## config.mk

```make
export PLATFORM = sky130hd
export DESIGN_NAME = magnetometer_sample_scaler
export DESIGN_NICKNAME = d
export VERILOG_FILES = /design/src/rtl/mss_pkg.sv /design/src/rtl/mss_lane.sv /design/src/rtl/mss_merge.sv /design/src/rtl/magnetometer_sample_scaler.sv
export SDC_FILE = /design/constraint.sdc
export NUM_CORES = 2
export LEC_CHECK = 0
export ABC_AREA = 1
export CORE_MARGIN = 1
export CORE_UTILIZATION = 60
export DETAILED_ROUTE_END_ITERATION = 8
export DONT_BUFFER_PORTS = 1
export MAX_ROUTING_LAYER = met4
export PLACE_DENSITY = 0.74
export SLEW_MARGIN = 20
export SYNTH_ARGS = -nofsm -noshare
export SYNTH_HDL_FRONTEND = slang
export SYNTH_SLANG_ARGS = --single-unit
```

## constraint.sdc

```tcl
create_clock -name clk -period 7.4 [get_ports clk]
set_input_delay 1.11 -clock clk [delete_from_list [all_inputs] [get_ports clk]]
set_output_delay 1.11 -clock clk [all_outputs]
set_load 0.01 [all_outputs]
```

## src/rtl/mss_pkg.sv

```systemverilog
package mss_pkg;

  localparam int AXIS_W    = 16;
  localparam int ADJ_W     = 8;
  localparam int FACTOR_W  = 9;
  localparam int PROD_A_W  = 25;
  localparam int PROD_W    = 32;
  localparam int SHIFT     = 8;
  localparam int FIELD_W   = 24;
  localparam int STATUS_W  = 2;
  localparam int OVF_BIT   = 3;
  localparam int IN_DATA_W  = 56;
  localparam int OUT_DATA_W = 72;
  localparam int CFG_IDX_W  = 2;

  localparam logic [ADJ_W-1:0]    UNITY_ADJ  = 8'd128;
  localparam logic [ADJ_W-1:0]    ADJ_ZEROS  = 8'h00;
  localparam logic [ADJ_W-1:0]    ADJ_ONES   = 8'hFF;
  localparam logic signed [8:0]   SCALE_NT   = 9'sd150;

  localparam logic [STATUS_W-1:0] STATUS_OK       = 2'd0;
  localparam logic [STATUS_W-1:0] STATUS_NO_DATA  = 2'd1;
  localparam logic [STATUS_W-1:0] STATUS_OVERFLOW = 2'd2;

  localparam logic [CFG_IDX_W-1:0] REG_ADJ_X = 2'd0;
  localparam logic [CFG_IDX_W-1:0] REG_ADJ_Y = 2'd1;
  localparam logic [CFG_IDX_W-1:0] REG_ADJ_Z = 2'd2;

  typedef struct packed {
    logic adv_a;
    logic adv_b;
    logic adv_c;
  } stage_en_t;

endpackage

```

## src/rtl/mss_lane.sv

```systemverilog
module mss_lane (
  input  logic                                clk,
  input  mss_pkg::stage_en_t                  en,
  input  logic signed [mss_pkg::AXIS_W-1:0]   count,
  input  logic [mss_pkg::FACTOR_W-1:0]        factor,
  output logic signed [mss_pkg::PROD_W-1:0]   prod
);

  logic signed [mss_pkg::AXIS_W+mss_pkg::FACTOR_W:0] mul_a;
  logic signed [mss_pkg::PROD_A_W-1:0]               prod_a;
  logic signed [mss_pkg::PROD_A_W+8:0]               mul_b;

  // count times (adj + 128)
  assign mul_a = count * $signed({1'b0, factor});

  always_ff @(posedge clk) begin
    if (en.adv_a) begin
      prod_a <= mul_a[mss_pkg::PROD_A_W-1:0];
    end
  end

  // times 150 nT per scaled count
  assign mul_b = prod_a * mss_pkg::SCALE_NT;

  always_ff @(posedge clk) begin
    if (en.adv_b) begin
      prod <= mul_b[mss_pkg::PROD_W-1:0];
    end
  end

endmodule

```

## src/rtl/mss_merge.sv

```systemverilog
module mss_merge (
  input  logic                                  clk,
  input  mss_pkg::stage_en_t                    en,
  input  logic [mss_pkg::STATUS_W-1:0]          status_b,
  input  logic signed [mss_pkg::PROD_W-1:0]     prod_x,
  input  logic signed [mss_pkg::PROD_W-1:0]     prod_y,
  input  logic signed [mss_pkg::PROD_W-1:0]     prod_z,
  output logic [mss_pkg::OUT_DATA_W-1:0]        tdata,
  output logic [mss_pkg::STATUS_W-1:0]          tuser
);

  logic [mss_pkg::FIELD_W-1:0] bow;
  logic [mss_pkg::FIELD_W-1:0] starboard;
  logic [mss_pkg::FIELD_W-1:0] down;

  // floor shift by 8 is the upper bits; board frame remap
  always_comb begin
    bow       = prod_y[mss_pkg::PROD_W-1:mss_pkg::SHIFT];
    starboard = -prod_x[mss_pkg::PROD_W-1:mss_pkg::SHIFT];
    down      = prod_z[mss_pkg::PROD_W-1:mss_pkg::SHIFT];
    if (status_b != mss_pkg::STATUS_OK) begin
      bow       = '0;
      starboard = '0;
      down      = '0;
    end
  end

  always_ff @(posedge clk) begin
    if (en.adv_c) begin
      tuser <= status_b;
      tdata <= {down, starboard, bow};
    end
  end

endmodule

```

## src/rtl/magnetometer_sample_scaler.sv

```systemverilog
// Magnetometer sample scaler: takes one raw reading per transaction (three signed
// 16-bit axis counts, the second status byte, data-ready in tuser) and returns
// status in tuser and bow, starboard and down fields in nanotesla in tdata.
// Each axis is scaled as count*(adj+128)*150 >>> 8 with the factory adjustment
// bytes written on the cfg port (index 0..2 = x, y, z; all 0x00 or all 0xFF
// means unity). Three axis lanes each hold two registered multiplier stages,
// followed by a merge register that presents the result; a new reading can be
// taken every cycle while the sink does not stall, and the output register
// holds a result while the sink stalls and earlier stages keep filling.
// Adjustment bytes are to be written only while no transaction is in flight.
module magnetometer_sample_scaler (
  input  logic                                 clk,
  input  logic                                 rst,
  input  logic                                 s_axis_tvalid,
  output logic                                 s_axis_tready,
  // raw_x, raw_y, raw_z, status_two
  input  logic [mss_pkg::IN_DATA_W-1:0]        s_axis_tdata,
  // data_ready
  input  logic [0:0]                           s_axis_tuser,
  output logic                                 m_axis_tvalid,
  input  logic                                 m_axis_tready,
  // field_bow, field_starboard, field_down
  output logic [mss_pkg::OUT_DATA_W-1:0]       m_axis_tdata,
  // status
  output logic [mss_pkg::STATUS_W-1:0]         m_axis_tuser,
  input  logic                                 cfg_we,
  input  logic [mss_pkg::CFG_IDX_W-1:0]        cfg_index,
  input  logic [mss_pkg::ADJ_W-1:0]            cfg_data
);

  logic [mss_pkg::ADJ_W-1:0]    sens_adj_x;
  logic [mss_pkg::ADJ_W-1:0]    sens_adj_y;
  logic [mss_pkg::ADJ_W-1:0]    sens_adj_z;
  logic                         force_unity;
  logic [mss_pkg::FACTOR_W-1:0] factor_x;
  logic [mss_pkg::FACTOR_W-1:0] factor_y;
  logic [mss_pkg::FACTOR_W-1:0] factor_z;

  logic                         valid_a;
  logic                         valid_b;
  logic                         valid_c;
  mss_pkg::stage_en_t           en;
  logic [mss_pkg::STATUS_W-1:0] status_in;
  logic [mss_pkg::STATUS_W-1:0] status_a;
  logic [mss_pkg::STATUS_W-1:0] status_b;

  logic signed [mss_pkg::PROD_W-1:0] prod_x;
  logic signed [mss_pkg::PROD_W-1:0] prod_y;
  logic signed [mss_pkg::PROD_W-1:0] prod_z;

  always_ff @(posedge clk) begin
    if (rst) begin
      sens_adj_x <= mss_pkg::UNITY_ADJ;
      sens_adj_y <= mss_pkg::UNITY_ADJ;
      sens_adj_z <= mss_pkg::UNITY_ADJ;
    end else if (cfg_we) begin
      case (cfg_index)
        mss_pkg::REG_ADJ_X: sens_adj_x <= cfg_data;
        mss_pkg::REG_ADJ_Y: sens_adj_y <= cfg_data;
        mss_pkg::REG_ADJ_Z: sens_adj_z <= cfg_data;
        default: ;
      endcase
    end
  end

  assign force_unity =
    (sens_adj_x == mss_pkg::ADJ_ZEROS && sens_adj_y == mss_pkg::ADJ_ZEROS &&
     sens_adj_z == mss_pkg::ADJ_ZEROS) ||
    (sens_adj_x == mss_pkg::ADJ_ONES && sens_adj_y == mss_pkg::ADJ_ONES &&
     sens_adj_z == mss_pkg::ADJ_ONES);

  assign factor_x = {1'b0, (force_unity ? mss_pkg::UNITY_ADJ : sens_adj_x)} +
                    {1'b0, mss_pkg::UNITY_ADJ};
  assign factor_y = {1'b0, (force_unity ? mss_pkg::UNITY_ADJ : sens_adj_y)} +
                    {1'b0, mss_pkg::UNITY_ADJ};
  assign factor_z = {1'b0, (force_unity ? mss_pkg::UNITY_ADJ : sens_adj_z)} +
                    {1'b0, mss_pkg::UNITY_ADJ};

  always_comb begin
    if (!s_axis_tuser[0]) begin
      status_in = mss_pkg::STATUS_NO_DATA;
    end else if (s_axis_tdata[3*mss_pkg::AXIS_W+mss_pkg::OVF_BIT]) begin
      status_in = mss_pkg::STATUS_OVERFLOW;
    end else begin
      status_in = mss_pkg::STATUS_OK;
    end
  end

  // stall only where the stage ahead is full and not moving
  assign en.adv_c      = valid_b && (!valid_c || m_axis_tready);
  assign en.adv_b      = valid_a && (!valid_b || en.adv_c);
  assign s_axis_tready = !valid_a || en.adv_b;
  assign en.adv_a      = s_axis_tvalid && s_axis_tready;

  always_ff @(posedge clk) begin
    if (rst) begin
      valid_a <= 1'b0;
      valid_b <= 1'b0;
      valid_c <= 1'b0;
    end else begin
      if (en.adv_a) begin
        valid_a <= 1'b1;
      end else if (en.adv_b) begin
        valid_a <= 1'b0;
      end
      if (en.adv_b) begin
        valid_b <= 1'b1;
      end else if (en.adv_c) begin
        valid_b <= 1'b0;
      end
      if (en.adv_c) begin
        valid_c <= 1'b1;
      end else if (m_axis_tready) begin
        valid_c <= 1'b0;
      end
    end
  end

  always_ff @(posedge clk) begin
    if (en.adv_a) begin
      status_a <= status_in;
    end
    if (en.adv_b) begin
      status_b <= status_a;
    end
  end

  mss_lane u_lane_x (
    .clk    (clk),
    .en     (en),
    .count  ($signed(s_axis_tdata[mss_pkg::AXIS_W-1:0])),
    .factor (factor_x),
    .prod   (prod_x)
  );

  mss_lane u_lane_y (
    .clk    (clk),
    .en     (en),
    .count  ($signed(s_axis_tdata[2*mss_pkg::AXIS_W-1:mss_pkg::AXIS_W])),
    .factor (factor_y),
    .prod   (prod_y)
  );

  mss_lane u_lane_z (
    .clk    (clk),
    .en     (en),
    .count  ($signed(s_axis_tdata[3*mss_pkg::AXIS_W-1:2*mss_pkg::AXIS_W])),
    .factor (factor_z),
    .prod   (prod_z)
  );

  mss_merge u_merge (
    .clk      (clk),
    .en       (en),
    .status_b (status_b),
    .prod_x   (prod_x),
    .prod_y   (prod_y),
    .prod_z   (prod_z),
    .tdata    (m_axis_tdata),
    .tuser    (m_axis_tuser)
  );

  assign m_axis_tvalid = valid_c;

  a_skip_zero: assert property (@(posedge clk) disable iff (rst)
    m_axis_tvalid && m_axis_tuser != mss_pkg::STATUS_OK |-> m_axis_tdata == '0)
    else $error("non-valid sample carries nonzero field");

  a_bubble_ready: assert property (@(posedge clk) disable iff (rst)
    !valid_a |-> s_axis_tready)
    else $error("input stalled with empty first stage");

  a_hold_b: assert property (@(posedge clk) disable iff (rst)
    valid_b && !en.adv_c |=> valid_b && $stable(status_b))
    else $error("stage b lost a blocked transaction");

  a_accept_fill: assert property (@(posedge clk) disable iff (rst)
    en.adv_a |=> valid_a)
    else $error("accepted transaction not held in stage a");

endmodule
```

* Yosys cells after proc, flatten, opt, wreduce, memory -nomap -nowiden *
Index checks and enable logic that the tools add are counted.

storage, ports and cells
  register bits after elaboration = 273
  latch bits = 0
  RAM bits = 0
  memory bits (read-only) = 0
  bits of input ports = 72
  output and inout port bits = 76
  word-level logic and storage cells = 66
  memories = 0

cells by class
  add/subtract/negate cells = 4
  multipliers = 6
  divide/modulo/power cells = 0
  magnitude comparators = 0
  equality and inequality tests = 5
  shift-type cells = 0
  muxes and demuxes = 10
  bitwise operators = 0
  reductions and logical operators = 25

operator list
  kind                   count
  $mul 25x8->31 const B  3
  $mul 16x10->25         3
  $add 8x8->9 const B    3
  $eq 8x8->1 const B     3
  $logic_not 8->1        3
  $mux 8                 3
  $neg 24->24            1
  $reduce_bool 2->1      4
  $logic_and 1x1->1      7
  $mux 1                 6
  $reduce_and 2->1       3
  $logic_or 1x1->1       4
  $logic_not 1->1        3
  $eq 2x1->1 const B     1
  $eq 2x2->1 const B     1
  $logic_not 2->1        1
  $mux 2                 1

* Logic depth before layout (Yosys ltp) *
  depth in word-level cells = 8
  gate-level depth with buffers = 34
  gate-level depth less buffers = 32

* Modules after synthesis *
From an unflattened synthesis, not the netlist that was laid out.

unflattened totals
  cell total of the unflattened synthesis = 5,056
  area, all modules = 39,450.3 sq um

by module, submodules not included
  module                      instances  cells each  area each (sq um)  sequential area each (sq um)
  mss_lane at u_lane_x        1          1,555       11,735.0           1,681.6
  mss_lane at u_lane_z        1          1,472       11,389.7           1,681.6
  mss_lane at u_lane_y        1          1,475       11,387.2           1,681.6
  mss_merge                   1          345         3,408.3            2,222.1
  magnetometer_sample_scaler  1          209         1,530.2            660.6

* Worst setup path before layout *
No wires, ideal clock.

  path type = input port to flip-flop
  start point = in s_axis_tdata[15] in the netlist's numbering
  end point = reg u_lane_x.prod_a[24] in the netlist's numbering, data pin
  library setup time = 252 ps
  arrival time = 5,457 ps
  required time = 7,148 ps
  setup slack = 1,691 ps
  stages = 24
  path buffers = 1
  cell sequence = clkbuf_1 -> inv_1 -> nor2_1 -> inv_1 -> fa_1 -> inv_1 -> fa_1 -> inv_1 -> fa_1 -> inv_1 -> fa_1 -> inv_1 -> fa_1 -> inv_1 -> ha_1 -> nand2_1 -> nor2_1 -> nand3_1 -> inv_1 -> nand4_1 -> nand3_1 -> inv_1 -> nand2_1 -> nand2_1

on the way
  cells in the longest elaborated chain, start to end = 1

RTL lines
  item                          RTL line                          source
  from (decl)                   magnetometer_sample_scaler.sv:17  input logic [mss_pkg::IN_DATA_W-1:0] s_axis_tdata,
  $mul 16x10->25                mss_lane.sv:14                    assign mul_a = count * $signed({1'b0, factor});
  via u_lane_x.mul_a (one bit)  mss_lane.sv:9                     logic signed [mss_pkg::AXIS_W+mss_pkg::FACTOR_W:0] mul_a;
  to (signal assigned)          mss_lane.sv:18                    prod_a <= mul_a[mss_pkg::PROD_A_W-1:0];
  to (decl)                     mss_lane.sv:10                    logic signed [mss_pkg::PROD_A_W-1:0] prod_a;

The timed path passes the listed nets, and every way through them passes these cells.
A chain may end at the register's enable or synchronous reset.

* Worst setup path in the final report *
  start point = reg sens_adj_x[7] in the netlist's numbering
  end point = reg u_lane_y.prod_a[24] in the netlist's numbering, data pin

on the way
  cells in the longest elaborated chain, start to end = 7
  elaborated cells on any way between the ends = 10
  classes of those cells = add/sub: 1; mul: 1; eq/ne: 1; mux: 1; reduce/logical: 6

RTL lines
  item                                                  RTL line                                                            source
  from (decl)                                           magnetometer_sample_scaler.sv:31                                    logic [mss_pkg::ADJ_W-1:0] sens_adj_x;
  from (signal assigned)                                magnetometer_sample_scaler.sv:53                                    sens_adj_x <= mss_pkg::UNITY_ADJ;
  from (signal assigned)                                magnetometer_sample_scaler.sv:58                                    mss_pkg::REG_ADJ_X: sens_adj_x <= cfg_data;
  $eq 8x8->1 / $logic_not 8->1 (equally long branches)  magnetometer_sample_scaler.sv:69, magnetometer_sample_scaler.sv:67
  $logic_and 1x1->1 (on tied branches) (2 in series)    magnetometer_sample_scaler.sv:69, magnetometer_sample_scaler.sv:67
  $logic_or 1x1->1 *                                    magnetometer_sample_scaler.sv:68                                    sens_adj_z == mss_pkg::ADJ_ZEROS) ||
  $mux 8 *                                              magnetometer_sample_scaler.sv:74                                    assign factor_y = {1'b0, (force_unity ? mss_pkg::UNITY_ADJ : sens_adj_y)} +
  $add 8x8->9 *                                         magnetometer_sample_scaler.sv:74
  $mul 16x10->25 *                                      mss_lane.sv:14
  via u_lane_y.mul_a (one bit)                          mss_lane.sv:9
  to (signal assigned)                                  mss_lane.sv:18
  to (decl)                                             mss_lane.sv:10

The timed path passes the listed nets; every way through them passes the cells marked *.

==> impl_results.md <==
- Core Rows: 88
- Capturing point of the worst reg2reg path: u_lane_y.prod_a[24]
- Total wire length: 75480 um
- PostCTS Resize Cnt: 0
- DRC Markers: 0
- Reg2Reg Depth: 29
- Post-DRT Antenna Nets: 0
- CP arrival: around 6.7 ns
- Max-cap check violation count: 0
- GP Congestion: about 0.97
- Vias in the first global route: between 20k and 30k
- # placed instances: between 5k and 6k
- Distinct cell type count after synthesis: 42
- WHS Endpoint: status_b[1]
- IO Pins: between 100 and 150
- Post-synthesis sequential area ratio: 20.75%
- Register area: 0.007297 mm2
- Avg Inst Size Synth: ~8.3 um2
- Post-synthesis cell count: 4243
- Most common cell in the synthesized netlist: inv_1
- CP Max Fanout: 12
- Status: finished, final reports clean
- Fillers: 5071
- Ys async rst share: 0%
- Yosys reg bits: between 200 and 300
- CP Class: flop to flop
- Commonest cells post-synth: inv_1 (931), nand2_1 (926), fa_1 (492), nor2_1 (437), ha_1 (363)
- Area growth syn-to-layout: 5.177%
- Post-route insts no fill: 5054
- Tot GR Track Use: between 20% and 30%
- Top post-synthesis cells by area: fa_1 (28%), edfxtp_1 (19%), ha_1 (13%)
- CTS Root Cell: clkbuf_16
- Register-to-register setup slack: between 0.9 and 1 ns
- Area share of the leading cell type in the synthesized netlist: 28.01%
- First-pass GRT wire length: 127400 um
- Hold buffers post-CTS: 0
- Worst-path clk slew: 0.06 ns
- Number of setup buffers added after CTS: 0
- Hold Crit Class: flop to flop
- Setup TNS Final: 0 ns
- Hpwl dp: approximately 64000 um
- Vias: 26.59k
- Number of synthesized flops with an enable pin: approximately 230
- Final Hold Fails: 0
- Setup slack after layout: 0.9693 ns
- DIE AREA: 0.05958 mm2
- Via density: 5.262
- Initial antenna violation count: 0
- Clock Sink Count: 252
- Wire per inst: 14.94 um
- Max stage delay on crit path: about 0.55 ns
- Area leader, netlist: fa_1
- Multi-input gate area: around 0.024 mm2
- Worst hold stages: 0
- Drt pass-1 iters: 7
- Drt initial violations: 1656
- Slowest cell on the critical path: fa_1
- Slew Limit Fails: 0
- Share of post-route cells with drive strength above 1: ~2.1%
- Synth Flop Type: edfxtp_1
- Congestion Overflow GR: 0
- CTS buffer count: 27
- Unrepaired setup endpoints after global routing: false
- # diodes: 0
- Setup Skew: 0.04142 ns
- Synthesized area: 0.03516 mm2
- Period utilization: 86.90%
- Hold path start: status_a[1]
- Area of the core: 0.05781 mm2
- Setup-failing EPs final: 0
- Clk Latency, worst-skew pair: 0.58 ns
- CTS tree: done
- Post-layout minimum cycle time: 6.431 ns
- Maximum clock rate: 155.5 MHz
- Die width: between 200 and 250 um
- Post-place setup slack: 0.9820 ns
- Reg2reg start: sens_adj_x[7]
- Port buffer count: 0
- Warnings from Yosys: 0
- # H-tree levels: 1
- Fin nets: 5196
- Crit. End Element: flop
- Clock Path Buffers: 3
- Initial core utilization: 60.83%
- Slew headroom: around 34%
- Die Ht: 244.1 um
- CP required: 7.70 ns
- CP Launch Type: flop
- Worst slew pin tran: 0.9808 ns
- Largest net degree at the start of global routing: roughly 80
-- logic make-up (layout without fill, tap and decap cells) --
group	count (synthesis)	count (layout)	synth area share [%]
AND/OR/NAND/NOR	1625	1625	18.69
buffers and inverters	1001	1006	10.87
adder cells (fa/ha/maj)	855	855	40.93
AO/OA/AOI/OAI	393	393	5.871
flip-flops	252	252	20.75
XOR/XNOR	115	115	2.864
other	2	43	0.02136
-- cell usage in the layout (no fill, tap or decap), types with 3 or more instances in the layout --
cell | Yosys | layout
or2_2 | 5 | 5
clkbuf_1 | 18 | 7
xnor2_1 | 22 | 22
xor2_1 | 93 | 93
inv_1 | 931 | 929
buf_4 | 3 | 9
nand2_1 | 926 | 926
fa_1 | 492 | 492
nor4_1 | 4 | 4
nand2_2 | 10 | 10
dfxtp_1 | 27 | 27
a21oi_1 | 193 | 192
nor3_1 | 38 | 38
edfxtp_1 | 225 | 225
o21a_1 | 9 | 9
o21ai_1 | 20 | 20
a31oi_1 | 3 | 3
nand4_1 | 38 | 38
nand3b_1 | 8 | 8
nor2_4 | 3 | 3
clkbuf_16 | 0 | 27
nor2_1 | 437 | 437
bufinv_16 | 0 | 4
nand3_1 | 144 | 144
o21bai_1 | 13 | 13
ha_1 | 363 | 363
nor2_2 | 4 | 4
clkinv_1 | 3 | 8
o21ai_0 | 140 | 140
inv_2 | 14 | 16
a21boi_0 | 5 | 5
a21o_1 | 8 | 8
conb_1 | 2 | 43
-- layer usage --
layer  up-vias  GRT usage [%]  part of all wire [%]
met5         -              -                     0
met4         0          5.570                   2.0
met3        97          3.534                   6.1
met2       751          40.52                    44
met1     12628          38.75                    48
li1      13118              -                     -
-- critical path, delay by kind of cell, from the launching register on --
kind,cells,cell delay [ns]
adder cells (fa/ha/maj),6,2.84
flip-flops,1,0.48
buffers and inverters,8,1.01
AND/OR/NAND/NOR,15,1.80
-- registers in the layout, indices dropped and copies added (netlist names) --
register,count
u_lane_z.prod_a,25
valid_a,1
sens_adj_x,8
u_lane_z.prod,24
sens_adj_y,8
u_lane_y.prod,24
m_axis_tvalid,1
u_merge.tuser,2
status_b,2
u_lane_x.prod,24
sens_adj_z,8
u_lane_x.prod_a,25
u_lane_y.prod_a,25
valid_b,1
status_a,2
u_merge.tdata,72
-- area by class of cell --
| cell class | instances | area share [%] |
|---|---|---|
| multi-input cells | 3031 | 65.46 |
| flip-flops and latches | 252 | 19.73 |
| inverters | 948 | 9.621 |
| well taps | 765 | 2.588 |
| clock buffers | 34 | 1.898 |
| clock inverters | 15 | 0.5244 |
| repair buffers | 9 | 0.1827 |
-- worst max-delay path by stage --
stage / from / endpoint / slack, ns / depth (start not counted)
after detailed placement: sens_adj_x[7] / u_lane_y.prod_a[24] / 0.98 / 27
after global routing: sens_adj_x[7] / u_lane_y.prod_a[24] / 0.54 / 29
final: sens_adj_x[7] / u_lane_y.prod_a[24] / 0.97 / 29
after floorplan: s_axis_tdata[15] / u_lane_x.prod_a[24] / 1.69 / 24
after CTS: sens_adj_x[7] / u_lane_y.prod_a[24] / 0.96 / 27
after global placement: sens_adj_x[7] / u_lane_y.prod_a[24] / 1.11 / 29
-- metrics by stage --
stage	hold WS (ns)	cell area, um2	utilization, %
after floorplan	0.4003	35320	-
after global placement	0.4068	36090	62.43
final	0.4215	36980	63.98
after detailed placement	0.4054	36090	62.43
after CTS	0.4201	36980	63.98
after global routing	0.4316	36980	63.98
Power is left out: the tool's default activity adds up to more than one toggle a clock period on the data nets, which glitch-free logic cannot reach.
